`src/sv/vcsp_pkg.sv`:
```
package vcsp_pkg;

  localparam int unsigned ByteW     = 8;
  localparam int unsigned WordW     = 32;
  localparam int unsigned ChunkW    = 7;
  localparam int unsigned StepW     = 3;

  localparam logic [StepW-1:0] StepLast = 3'd5;

  localparam logic [ByteW-1:0] OpStream    = 8'h54;
  localparam logic [ByteW-1:0] OpNode      = 8'h10;
  localparam logic [ByteW-1:0] TypeSurface = 8'h07;
  localparam logic [ByteW-1:0] MaxLenReset = 8'd127;

  typedef enum logic [3:0] {
    PH_OPCODE,
    PH_S_ID,
    PH_S_TYPE,
    PH_S_LEN,
    PH_S_TEXT,
    PH_N_ID,
    PH_N_TYPE,
    PH_N_PARENT,
    PH_N_REF
  } phase_e;

  typedef enum logic [1:0] {
    KIND_HEADER = 2'd0,
    KIND_TEXT   = 2'd1,
    KIND_NODE   = 2'd2,
    KIND_TRUNC  = 2'd3
  } kind_e;

  typedef struct packed {
    logic [WordW-1:0] acc;
    logic [StepW-1:0] step;
    logic             ovf;
    logic             done;
  } vint_t;

  typedef struct packed {
    kind_e            kind;
    logic [WordW-1:0] ident;
    logic [ByteW-1:0] item_type;
    logic [WordW-1:0] parent_ident;
    logic [WordW-1:0] stream_ref;
    logic             has_stream_ref;
    logic [WordW-1:0] text_length;
    logic             text_kept;
    logic [ByteW-1:0] text_byte;
    logic             overflow;
    logic             last;
  } res_t;

endpackage

```
`src/sv/vcsp_varint.sv`:
```
module vcsp_varint (
  input  logic [vcsp_pkg::WordW-1:0] acc_i,
  input  logic [vcsp_pkg::StepW-1:0] step_i,
  input  logic [vcsp_pkg::ByteW-1:0] byte_i,
  output vcsp_pkg::vint_t            vint_o
);
  import vcsp_pkg::*;

  logic [ChunkW-1:0] chunk;

  assign chunk = byte_i[ChunkW-1:0];

  // Each step places the next 7-bit group; groups past bit 31 only raise the overflow flag.
  always_comb begin
    vint_o.acc  = acc_i;
    vint_o.ovf  = 1'b0;
    vint_o.done = ~byte_i[ByteW-1];
    vint_o.step = (step_i >= StepLast) ? StepLast : step_i + 3'd1;
    unique case (step_i)
      3'd0: vint_o.acc = acc_i | {25'd0, chunk};
      3'd1: vint_o.acc = acc_i | {18'd0, chunk, 7'd0};
      3'd2: vint_o.acc = acc_i | {11'd0, chunk, 14'd0};
      3'd3: vint_o.acc = acc_i | {4'd0, chunk, 21'd0};
      3'd4: begin
        vint_o.acc = acc_i | {chunk[3:0], 28'd0};
        vint_o.ovf = |chunk[6:4];
      end
      default: vint_o.ovf = |chunk;
    endcase
  end

endmodule

```
`src/sv/vcsp_core.sv`:
```
module vcsp_core (
  input  logic                       clk_i,
  input  logic                       rst_ni,
  input  logic                       fire_i,
  input  logic [vcsp_pkg::ByteW-1:0] byte_i,
  input  logic                       last_i,
  input  logic [vcsp_pkg::ByteW-1:0] max_len_i,
  output vcsp_pkg::res_t             res_o,
  output logic                       res_valid_o
);
  import vcsp_pkg::*;

  phase_e           phase_q, phase_d;
  logic [WordW-1:0] acc_q, acc_d;
  logic [StepW-1:0] step_q, step_d;
  logic [WordW-1:0] ident_q, ident_d;
  logic [ByteW-1:0] type_q, type_d;
  logic [WordW-1:0] parent_q, parent_d;
  logic [WordW-1:0] remain_q, remain_d;
  logic             passing_q, passing_d;
  logic             ovf_q, ovf_d;
  logic             lenovf_q, lenovf_d;
  vint_t            vint;
  logic             cmd_done;
  logic             emit;
  logic             len_keep;

  vcsp_varint u_varint (
    .acc_i  (acc_q),
    .step_i (step_q),
    .byte_i (byte_i),
    .vint_o (vint)
  );

  assign len_keep = ~(lenovf_q | vint.ovf) && (vint.acc <= {24'd0, max_len_i});

  always_comb begin
    unique case (phase_q)
      PH_OPCODE:   cmd_done = (byte_i != OpStream) && (byte_i != OpNode);
      PH_S_LEN:    cmd_done = vint.done && (vint.acc == '0);
      PH_S_TEXT:   cmd_done = (remain_q == 32'd1);
      PH_N_PARENT: cmd_done = vint.done && (type_q != TypeSurface);
      PH_N_REF:    cmd_done = vint.done;
      default:     cmd_done = 1'b0;
    endcase
  end

  always_comb begin
    phase_d = phase_q;
    unique case (phase_q)
      PH_OPCODE: begin
        if (byte_i == OpStream) begin
          phase_d = PH_S_ID;
        end else if (byte_i == OpNode) begin
          phase_d = PH_N_ID;
        end
      end
      PH_S_ID:     if (vint.done) phase_d = PH_S_TYPE;
      PH_N_ID:     if (vint.done) phase_d = PH_N_TYPE;
      PH_S_TYPE:   phase_d = PH_S_LEN;
      PH_S_LEN:    if (vint.done) phase_d = PH_S_TEXT;
      PH_N_TYPE:   phase_d = PH_N_PARENT;
      PH_N_PARENT: if (vint.done) phase_d = PH_N_REF;
      default:     phase_d = phase_q;
    endcase
    if (cmd_done || last_i) begin
      phase_d = PH_OPCODE;
    end
  end

  always_comb begin
    acc_d     = acc_q;
    step_d    = step_q;
    ident_d   = ident_q;
    type_d    = type_q;
    parent_d  = parent_q;
    remain_d  = remain_q;
    passing_d = passing_q;
    ovf_d     = ovf_q;
    lenovf_d  = lenovf_q;
    emit      = 1'b0;
    res_o     = '0;
    unique case (phase_q)
      PH_OPCODE: begin
        ovf_d  = 1'b0;
        acc_d  = '0;
        step_d = '0;
      end
      PH_S_ID, PH_N_ID: begin
        acc_d    = vint.acc;
        step_d   = vint.step;
        ovf_d    = ovf_q | vint.ovf;
        lenovf_d = lenovf_q | vint.ovf;
        if (vint.done) begin
          ident_d = vint.acc;
          acc_d   = '0;
          step_d  = '0;
        end
      end
      PH_S_TYPE: begin
        type_d   = byte_i;
        lenovf_d = 1'b0;
      end
      PH_S_LEN: begin
        acc_d    = vint.acc;
        step_d   = vint.step;
        ovf_d    = ovf_q | vint.ovf;
        lenovf_d = lenovf_q | vint.ovf;
        if (vint.done) begin
          acc_d             = '0;
          step_d            = '0;
          remain_d          = vint.acc;
          passing_d         = len_keep;
          emit              = 1'b1;
          res_o.kind        = KIND_HEADER;
          res_o.ident       = ident_q;
          res_o.item_type   = type_q;
          res_o.text_length = vint.acc;
          res_o.text_kept   = len_keep;
          res_o.last        = cmd_done;
        end
      end
      PH_S_TEXT: begin
        remain_d = remain_q - 32'd1;
        if (passing_q) begin
          emit            = 1'b1;
          res_o.kind      = KIND_TEXT;
          res_o.ident     = ident_q;
          res_o.item_type = type_q;
          res_o.text_byte = byte_i;
          res_o.last      = cmd_done;
        end
      end
      PH_N_TYPE: type_d = byte_i;
      PH_N_PARENT, PH_N_REF: begin
        acc_d    = vint.acc;
        step_d   = vint.step;
        ovf_d    = ovf_q | vint.ovf;
        lenovf_d = lenovf_q | vint.ovf;
        if (vint.done) begin
          acc_d  = '0;
          step_d = '0;
          if (phase_q == PH_N_PARENT) begin
            parent_d = vint.acc;
          end
          if (cmd_done) begin
            emit               = 1'b1;
            res_o.kind         = KIND_NODE;
            res_o.ident        = ident_q;
            res_o.item_type    = type_q;
            res_o.parent_ident = (phase_q == PH_N_PARENT) ? vint.acc : parent_q;
            res_o.stream_ref   = (phase_q == PH_N_REF) ? vint.acc : '0;
            res_o.has_stream_ref = (phase_q == PH_N_REF);
            res_o.last         = 1'b1;
          end
        end
      end
      default: ;
    endcase
    res_o.overflow = ovf_d;
    if (!cmd_done && last_i) begin
      // A payload that ends inside a command replaces any result with an error.
      emit           = 1'b1;
      res_o          = '0;
      res_o.kind     = KIND_TRUNC;
      res_o.overflow = ovf_d;
      res_o.last     = 1'b1;
      acc_d          = '0;
      step_d         = '0;
      remain_d       = '0;
      passing_d      = 1'b0;
    end
    res_valid_o = emit;
  end

  always_ff @(posedge clk_i or negedge rst_ni) begin
    if (!rst_ni) begin
      phase_q   <= PH_OPCODE;
      acc_q     <= '0;
      step_q    <= '0;
      ident_q   <= '0;
      type_q    <= '0;
      parent_q  <= '0;
      remain_q  <= '0;
      passing_q <= 1'b0;
      ovf_q     <= 1'b0;
      lenovf_q  <= 1'b0;
    end else if (fire_i) begin
      phase_q   <= phase_d;
      acc_q     <= acc_d;
      step_q    <= step_d;
      ident_q   <= ident_d;
      type_q    <= type_d;
      parent_q  <= parent_d;
      remain_q  <= remain_d;
      passing_q <= passing_d;
      ovf_q     <= ovf_d;
      lenovf_q  <= lenovf_d;
    end
  end

endmodule

```
`src/sv/vcsp_outreg.sv`:
```
module vcsp_outreg (
  input  logic           clk_i,
  input  logic           rst_ni,
  input  logic           fire_i,
  input  logic           res_valid_i,
  input  vcsp_pkg::res_t res_i,
  input  logic           out_stall_i,
  output logic           out_valid_o,
  output vcsp_pkg::res_t res_o
);
  import vcsp_pkg::*;

  logic valid_q, valid_d;
  res_t res_q;

  // An item is taken only when this register is empty or draining.
  assign valid_d = fire_i ? res_valid_i : (valid_q & out_stall_i);

  always_ff @(posedge clk_i or negedge rst_ni) begin
    if (!rst_ni) begin
      valid_q <= 1'b0;
    end else begin
      valid_q <= valid_d;
    end
  end

  always_ff @(posedge clk_i) begin
    if (fire_i && res_valid_i) begin
      res_q <= res_i;
    end
  end

  assign out_valid_o = valid_q;
  assign res_o       = res_q;

endmodule

```
`src/sv/varint_command_stream_parser.sv`:
```
// Channel | Direction | Handshake                | Payload
// in      | input     | in_valid_i / in_stall_o  | in_byte_i, in_last_i
// out     | output    | out_valid_o / out_stall_i| kind_o ... last_o
// cfg     | input     | cfg_we_i                 | cfg_wdata_i (max text length)
//
// Each byte is parsed as it is accepted, one byte per cycle unless stalled.
// The result appears on the output register in the cycle after its byte.
// A new byte is accepted while the output register is empty or being taken.
// Reset clears the parser to expect an opcode and the limit to 127.
// While the output is stalled with a result waiting, the input is stalled.
module varint_command_stream_parser (
  input  logic                       clk_i,
  input  logic                       rst_ni,
  input  logic                       cfg_we_i,
  input  logic [vcsp_pkg::ByteW-1:0] cfg_wdata_i,
  input  logic                       in_valid_i,
  output logic                       in_stall_o,
  input  logic [vcsp_pkg::ByteW-1:0] in_byte_i,
  input  logic                       in_last_i,
  output logic                       out_valid_o,
  input  logic                       out_stall_i,
  output logic [1:0]                 kind_o,
  output logic [vcsp_pkg::WordW-1:0] ident_o,
  output logic [vcsp_pkg::ByteW-1:0] item_type_o,
  output logic [vcsp_pkg::WordW-1:0] parent_ident_o,
  output logic [vcsp_pkg::WordW-1:0] stream_ref_o,
  output logic                       has_stream_ref_o,
  output logic [vcsp_pkg::WordW-1:0] text_length_o,
  output logic                       text_kept_o,
  output logic [vcsp_pkg::ByteW-1:0] text_byte_o,
  output logic                       overflow_o,
  output logic                       last_o
);
  import vcsp_pkg::*;

  logic [ByteW-1:0] max_len_q;
  logic             fire;
  logic             res_valid;
  res_t             res_comb;
  res_t             res_out;

  assign in_stall_o = out_valid_o & out_stall_i;
  assign fire       = in_valid_i & ~in_stall_o;

  always_ff @(posedge clk_i or negedge rst_ni) begin
    if (!rst_ni) begin
      max_len_q <= MaxLenReset;
    end else if (cfg_we_i) begin
      max_len_q <= cfg_wdata_i;
    end
  end

  vcsp_core u_core (
    .clk_i       (clk_i),
    .rst_ni      (rst_ni),
    .fire_i      (fire),
    .byte_i      (in_byte_i),
    .last_i      (in_last_i),
    .max_len_i   (max_len_q),
    .res_o       (res_comb),
    .res_valid_o (res_valid)
  );

  vcsp_outreg u_outreg (
    .clk_i       (clk_i),
    .rst_ni      (rst_ni),
    .fire_i      (fire),
    .res_valid_i (res_valid),
    .res_i       (res_comb),
    .out_stall_i (out_stall_i),
    .out_valid_o (out_valid_o),
    .res_o       (res_out)
  );

  assign kind_o           = res_out.kind;
  assign ident_o          = res_out.ident;
  assign item_type_o      = res_out.item_type;
  assign parent_ident_o   = res_out.parent_ident;
  assign stream_ref_o     = res_out.stream_ref;
  assign has_stream_ref_o = res_out.has_stream_ref;
  assign text_length_o    = res_out.text_length;
  assign text_kept_o      = res_out.text_kept;
  assign text_byte_o      = res_out.text_byte;
  assign overflow_o       = res_out.overflow;
  assign last_o           = res_out.last;

endmodule

```
`config.mk`:
```
export PLATFORM = sky130hd
export DESIGN_NAME = varint_command_stream_parser
export DESIGN_NICKNAME = d
export VERILOG_FILES = /design/src/sv/vcsp_pkg.sv /design/src/sv/vcsp_varint.sv /design/src/sv/vcsp_core.sv /design/src/sv/vcsp_outreg.sv /design/src/sv/varint_command_stream_parser.sv
export SDC_FILE = /design/constraint.sdc
export NUM_CORES = 1
export LEC_CHECK = 0
export BUFFER_PORTS_ARGS = -buffer_cell sky130_fd_sc_hd__clkbuf_2
export CAP_MARGIN = 20
export CORE_MARGIN = 4
export CORE_UTILIZATION = 62
export DETAILED_ROUTE_END_ITERATION = 6
export PLACE_DENSITY = 0.85
export SYNTH_ARGS = -nofsm -noshare
export SYNTH_HDL_FRONTEND = slang
export SYNTH_SLANG_ARGS = --single-unit
```
`constraint.sdc`:
```
create_clock -name clk_i -period 27.4 [get_ports clk_i]
set_input_delay 2.74 -clock clk_i [delete_from_list [all_inputs] [get_ports clk_i]]
set_output_delay 2.74 -clock clk_i [all_outputs]
set_load 0.01 [all_outputs]
```
==> impl_metrics.toml, run 1 <==
[power_and_ir_drop]
p_seq_share_pct = 52.1
p_leak_nw = 6.30
p_per_area_mw_per_mm2 = 60.6
power.switching_mw = 0.200
pwr-share-clk_pct = 44.0
p_comb_share_pct = 3.9
swShare_pct = 21.2
power.internal_mw = 0.743
ir_drop_uv = 47.7

[synth]
yosysUniqueCellTypes = 74
netlist_instances = 1245
yosysSeqAreaShare_pct = 62.0
ys_warn_count = 0
netlist.top_cell.by_area = "edfxtp_1"
synth_edf_count = 150
synthesis.nets = 1283
synth_flop_cell = "edfxtp_1"
ys_ff_latch = 305
synth_top_area_share_pct = 33.3
async_flop_share_pct = 50.8
syn-cell-area_mm2 = 0.0135
synth_area_leaders = "edfxtp_1 (33%), dfrtp_1 (27%), nor2_1 (4.2%)"
synth_area_per_cell_um2 = 10.9

[timing]
tightest_slew_ns = 1.12
rsz0062_at_grt = "false"
max_freq_mhz = 167
slew_headroom_pct = 25.5
skew_ns = 0.0139
period_minus_slack_ns = 5.98
fin_tns_setup_ns = 0
finalSetupViolations = 0
hold_violations = 0
timing.final.max_slew_violations = 0
finalCritPeriodShare_pct = 21.8

[grt]
grt_pass1_vias = 10300
grt_antenna_before_repair = 2
grt_max_degree = 98
overflow = 0
grt_pass1_wl_um = 55400
grt_util_all_layers_pct = 28.6

[floorplanning]
die_h_um = 156
start_util_pct = 63.7
ioPinCount = 174
fp.dieW_um = 156
die_area_mm2 = 0.0242
row_count = 53
coreArea_mm2 = 0.0212

[final_layout]
postLayoutCoreUtil_pct = 73.3
design_area_mm2 = 0.0156
area_delta_synth_final_pct = 15.0
nets = 1412
n_antenna_cell = 0
num-fill-cells = 1424
drive_above_1_share_pct = 20.2

[clock_network]
cts.sinks = 305
clkTransAtPathRegs_ns = 0.06
cts_resized = 0
clock_latency_ns = 0.55
htree_levels = 1
post_cts_buffers = 0
root_buffer = "clkbuf_16"
numCtsBuffers = 30
clockBufferDepth = 3
cts_tree = "yes"
ctsHoldBuffers = 0

[hold_path]
worstHoldStart = "u_core.ident_q[21]$_DFFE_PN0P_"
min_path_type = "register to register"

[setup_path]
crit-reg2reg-launch = "u_core.step_q[0]$_DFFE_PN0P_"
worstPathRequired_ns = 27.61
start_kind = "input pin"
cp.arrival_ns = 6.19
cp_max_fo = 66
criticalPathCategory = "input pin to register"
end_kind = "register"
worstSetupStartpoint = "in_byte_i[3]"

[placement]
placed_area_mm2 = 0.0145
routabilityCongestion = 0.939
place.port_buffers = 173
hpwl_um = 22700

[drt]
vias_per_cell = 6.31
wl_per_cell_um = 20.8
dr.pass1.iters = 6
ant_nets = 0
vias = 10600
drc_errors = 0
drt_iter0_markers = 1374
wl_um = 34800

[flow_run]
drv_cap = 0

[status]
status = "finished, final reports clean"
==> synthesized netlist by cell type, types with 3 or more instances <==
library cell	number
and2_1	41
nand4_1	4
and3b_1	3
o32ai_1	5
ha_1	16
edfxtp_1	150
clkbuf_2	4
xnor2_1	3
a31oi_1	11
clkbuf_1	72
nor3_1	15
or4_1	8
nor3b_1	8
a22oi_1	8
o21a_1	3
o31ai_1	45
buf_2	14
buf_6	3
inv_1	33
dfrtp_1	148
nor2b_1	6
a211oi_1	30
nand2_1	152
o21ai_0	102
dfstp_2	7
or2_2	9
a32o_1	9
or3_1	8
mux2_2	9
a21o_1	4
o22ai_1	25
a21oi_1	54
and4_1	3
o41ai_1	7
nor2_1	153
nor4_1	12
nand3_1	14
==> worst max-delay path: stages <==
cell and delay (ns):
clkbuf_2 0.23, nor3_1 0.29, nand3_1 0.11, o21ai_0 0.43, nand3_1 0.30, nor2_1 0.31
nor2_1 0.07, buf_4 0.20, a31oi_4 0.55, buf_4 0.54, buf_16 0.34
==> cells in the final DEF, fill, tap and decap left out, drive strengths merged, types with 12 or more instances in the layout <==
cell    instances
clkbuf        217
nor2          154
nand2         152
edfxtp        150
dfrtp         148
o21ai         104
a21oi          55
o31ai          46
and2           42
inv            33
a211oi         31
o22ai          25
buf            19
ha             16
nor3           15
nand3          14
nor4           12
==> power groups by stage <==
stage	sequential (mW)	clock, mW	combinational [mW]
after floorplan	0.499	0	0.0230
after global placement	0.500	0	0.0351
after detailed placement	0.500	0	0.0362
after CTS	0.491	0.419	0.0366
after global routing	0.492	0.437	0.0414
final	0.492	0.415	0.0368
==> final cells by class <==
type / count / area, µm² / share of cell area, %
well taps: 275 / 344 / 2.21
clock buffers: 45 / 900 / 5.78
multi-input cells: 813 / 4650 / 29.9
repair buffers: 191 / 1030 / 6.60
flip-flops and latches: 305 / 8390 / 53.9
inverters: 33 / 124 / 0.796
clock inverters: 11 / 114 / 0.732
==> path summary, 6_finish.rpt <==
kind / to / slack (ns) / cells after the start
hold / removal: u_core.ident_q[21]$_DFFE_PN0P_ / 0.47 / 2
max in group asynchronous: max_len_q[7]$_DFFE_PN0P_ / 23.82 / 2
setup / recovery: u_outreg.res_o[131]$_SDFFCE_PN0P_ / 21.42 / 11
setup reg to reg: u_outreg.res_o[131]$_SDFFCE_PN0P_ / 22.67 / 12
hold reg to reg: u_core.ident_q[21]$_DFFE_PN0P_ / 0.47 / 2
min in group asynchronous: u_core.ident_q[29]$_DFFE_PN0P_ / 2.26 / 1
==> registers in the layout, summed over array words and instances, names as in the netlist, 3 cells and up <==
signal / cells
max_len_q: 8
u_core.acc_q: 32
u_core.ident_q: 32
u_core.parent_q: 32
u_core.phase_q: 4
u_core.remain_q: 32
u_core.step_q: 3
u_core.type_q: 8
u_outreg.res_o: 150
==> layer usage <==
| layer | routed length, µm | share of wire [%] | global-route usage, % |
|---|---|---|---|
| met3 | 3470 | 10 | 6.07 |
| met1 | 13600 | 39 | 39.3 |
| met4 | 993 | 2.9 | 10.1 |
| met5 | 25 | 0.072 | 0 |
| met2 | 16700 | 48 | 46.0 |
==> through the flow <==
step	power, mW	instances	hold WS (ns)	setup slack (ns)
2_1_floorplan	0.522	1245	0.442	14.38
3_3_place_gp	0.535	1615	0.453	20.85
3_5_place_dp	0.536	1616	0.463	20.96
4_1_cts	0.947	1672	0.477	21.49
5_1_grt	0.971	1673	0.506	21.08
6_report	0.943	1673	0.473	21.42
==> cell families (layout without fill, tap and decap cells) <==
kind of cell / Yosys count / count (layout) / synth area share [%]
simple gates: 454 / 454 / 15.9
compound gates: 329 / 329 / 15.7
flops: 305 / 305 / 62.0
buf+inv: 127 / 280 / 3.88
fa+ha+maj: 16 / 16 / 1.48
mux: 9 / 9 / 0.749
xor+xnor: 5 / 5 / 0.324
Power figures use the tool's default switching activity.
==> inputs of run 2 (changes only) <==
Settings changed: CORE_UTILIZATION 62 to 58, PLACE_DENSITY 0.85 to 0.8.
Clock period 27.4 ns to 5.8 ns, I/O delays scaled along.
==> impl_metrics.toml, run 2 (synthesis gave the netlist of run 1 again) <==
[status]
status = "finished, final reports clean"

[hold_path]
min_path_type = "input pin to async pin"

[clock_network]
numCtsBuffers = 30
cts_resized = 0
htree_levels = 1
clockBufferDepth = 3
ctsHoldBuffers = 0
root_buffer = "clkbuf_16"
cts.sinks = 305
cts_tree = "yes"
clkTransAtPathRegs_ns = 0.07
post_cts_buffers = 0
clock_latency_ns = 0.55

[timing]
finalSetupViolations = 0
finalCritPeriodShare_pct = 79.3
slew_headroom_pct = 22.1
fin_tns_setup_ns = 0
period_minus_slack_ns = 4.60
hold_violations = 0
rsz0062_at_grt = "false"
max_freq_mhz = 217
fin_ws_ns = 1.20
tightest_slew_ns = 1.17
skew_ns = 0.0167
timing.final.max_slew_violations = 0

[floorplanning]
fp.dieW_um = 161
row_count = 55
die_h_um = 161
die_area_mm2 = 0.0258
ioPinCount = 174
coreArea_mm2 = 0.0228
start_util_pct = 59.4

[placement]
dp.cells = 1652
place.port_buffers = 173
hpwl_um = 22100
routabilityCongestion = 0.902
dp_worst_setup_slack_ns = 1.30

[power_and_ir_drop]
p_leak_nw = 6.28
ir_drop_uv = 207
p_per_area_mw_per_mm2 = 287

[final_layout]
final_cells = 1709
nets = 1410
postLayoutCoreUtil_pct = 68.4
mostFrequentLayoutCell = "clkbuf_2"
n_antenna_cell = 0
drive_above_1_share_pct = 20.0
area_delta_synth_final_pct = 15.2
largest_reg_flops = 150
final_cell_mix = "clkbuf_2 (172), nor2_1 (152), nand2_1 (152)"

[setup_path]
end_kind = "register"
cp_max_fo = 128
cp_slowest_stage_delay_ns = 0.71
crit_chain = "inv_1 > ha_1 > nor2b_1 > a21oi_1 > and4_1 > nand4b_1 > o211a_1 > nor2_1 > buf_4 > a31oi_4 > buf_12"
criticalPathCategory = "register to register"
cp_slowest_cell = "a31oi_4"
cp.arrival_ns = 4.76
worstPathRequired_ns = 5.97
start_kind = "register"

[drt]
wl_um = 33900
vias = 10300
drc_errors = 0
drt_iter0_markers = 1042
wl_per_cell_um = 19.8
vias_per_cell = 6.03
dr.pass1.iters = 6
ant_nets = 0

[grt]
grt_max_degree = 129
met3_usage_pct = 4.08
grt_pass1_vias = 9852
grt_antenna_before_repair = 0
use_met1_pct = 36.7
grt_pass1_wl_um = 53600
grtUsageMet2_pct = 41.1
grt_util_all_layers_pct = 25.6
overflow = 0
busiest_layer = "met2"

[flow_run]
drv_cap = 0
[run 2: cell types whose count changed in the layout (fill, tap and decap cells not counted)]
| cell | before | now |
|---|---|---|
| clkinv_1 | 2 | 3 |
| buf_12 | 0 | 2 |
| clkinv_2 | 3 | 5 |
| clkinvlp_4 | 3 | 2 |
| buf_4 | 17 | 14 |
| inv_6 | 0 | 2 |
| clkbuf_8 | 5 | 0 |
| bufinv_16 | 2 | 4 |
| buf_16 | 1 | 0 |
| clkbuf_16 | 32 | 31 |
[run 2: metal layers]
| layer | vias up | share of wire, % |
|---|---|---|
| met2 | 455 | 47 |
| met5 | - | 0 |
| li1 | 4753 | - |
| met3 | 75 | 8.6 |
| met1 | 5026 | 42 |
| met4 | 0 | 2.6 |
[run 2: report_power, final]
group	total, mW	internal (mW)	switching (mW)
registers	2.32	2.29	0.0283
logic	0.177	0.0601	0.117
clock network	1.97	1.16	0.810
total	4.47	3.51	0.955
[run 2: worst max-delay path: cells and delay by family (launching register included)]
kind / cells / cell delay, ns
AO/OA/AOI/OAI: 3 / 1.30
buffers and inverters: 3 / 0.85
flip-flops: 1 / 0.43
adder cells (fa/ha/maj): 1 / 0.37
AND/OR/NAND/NOR: 4 / 1.10
[run 2: area by class of cell]
type | instances | area, µm²
multi-input combinational | 813 | 4650
sequential | 305 | 8390
timing repair buffer | 189 | 1020
inverter | 33 | 124
clock buffer | 39 | 806
clock inverter | 17 | 198
tap | 313 | 392
fill | 1696 | 7200
[run 2: final timing paths]
kind,start,end,slack (ns),depth (start not counted)
max in group asynchronous,rst_ni,u_core.ident_q[9]$_DFFE_PN0P_,4.32,2
hold reg to reg,u_core.ident_q[2]$_DFFE_PN0P_,u_core.ident_q[2]$_DFFE_PN0P_,0.47,2
min in group clk_i,cfg_wdata_i[7],max_len_q[7]$_DFFE_PN0P_,0.24,3
setup reg to reg,u_core.step_q[0]$_DFFE_PN0P_,u_outreg.res_o[82]$_SDFFCE_PP0P_,1.20,11
setup / recovery,u_core.step_q[0]$_DFFE_PN0P_,u_outreg.res_o[82]$_SDFFCE_PP0P_,1.20,11
hold / removal,rst_ni,u_core.remain_q[28]$_DFFE_PN0P_,0.12,1
[run 2: stage by stage]
step | area [µm²] | hold slack (ns) | power [mW]
6_report | 15600 | 0.121 | 4.47
3_5_place_dp | 14600 | 0.462 | 2.54
2_1_floorplan | 13500 | 0.284 | 2.47
5_1_grt | 15600 | 0.196 | 4.61
4_1_cts | 15600 | 0.161 | 4.49
3_3_place_gp | 14600 | 0.453 | 2.53
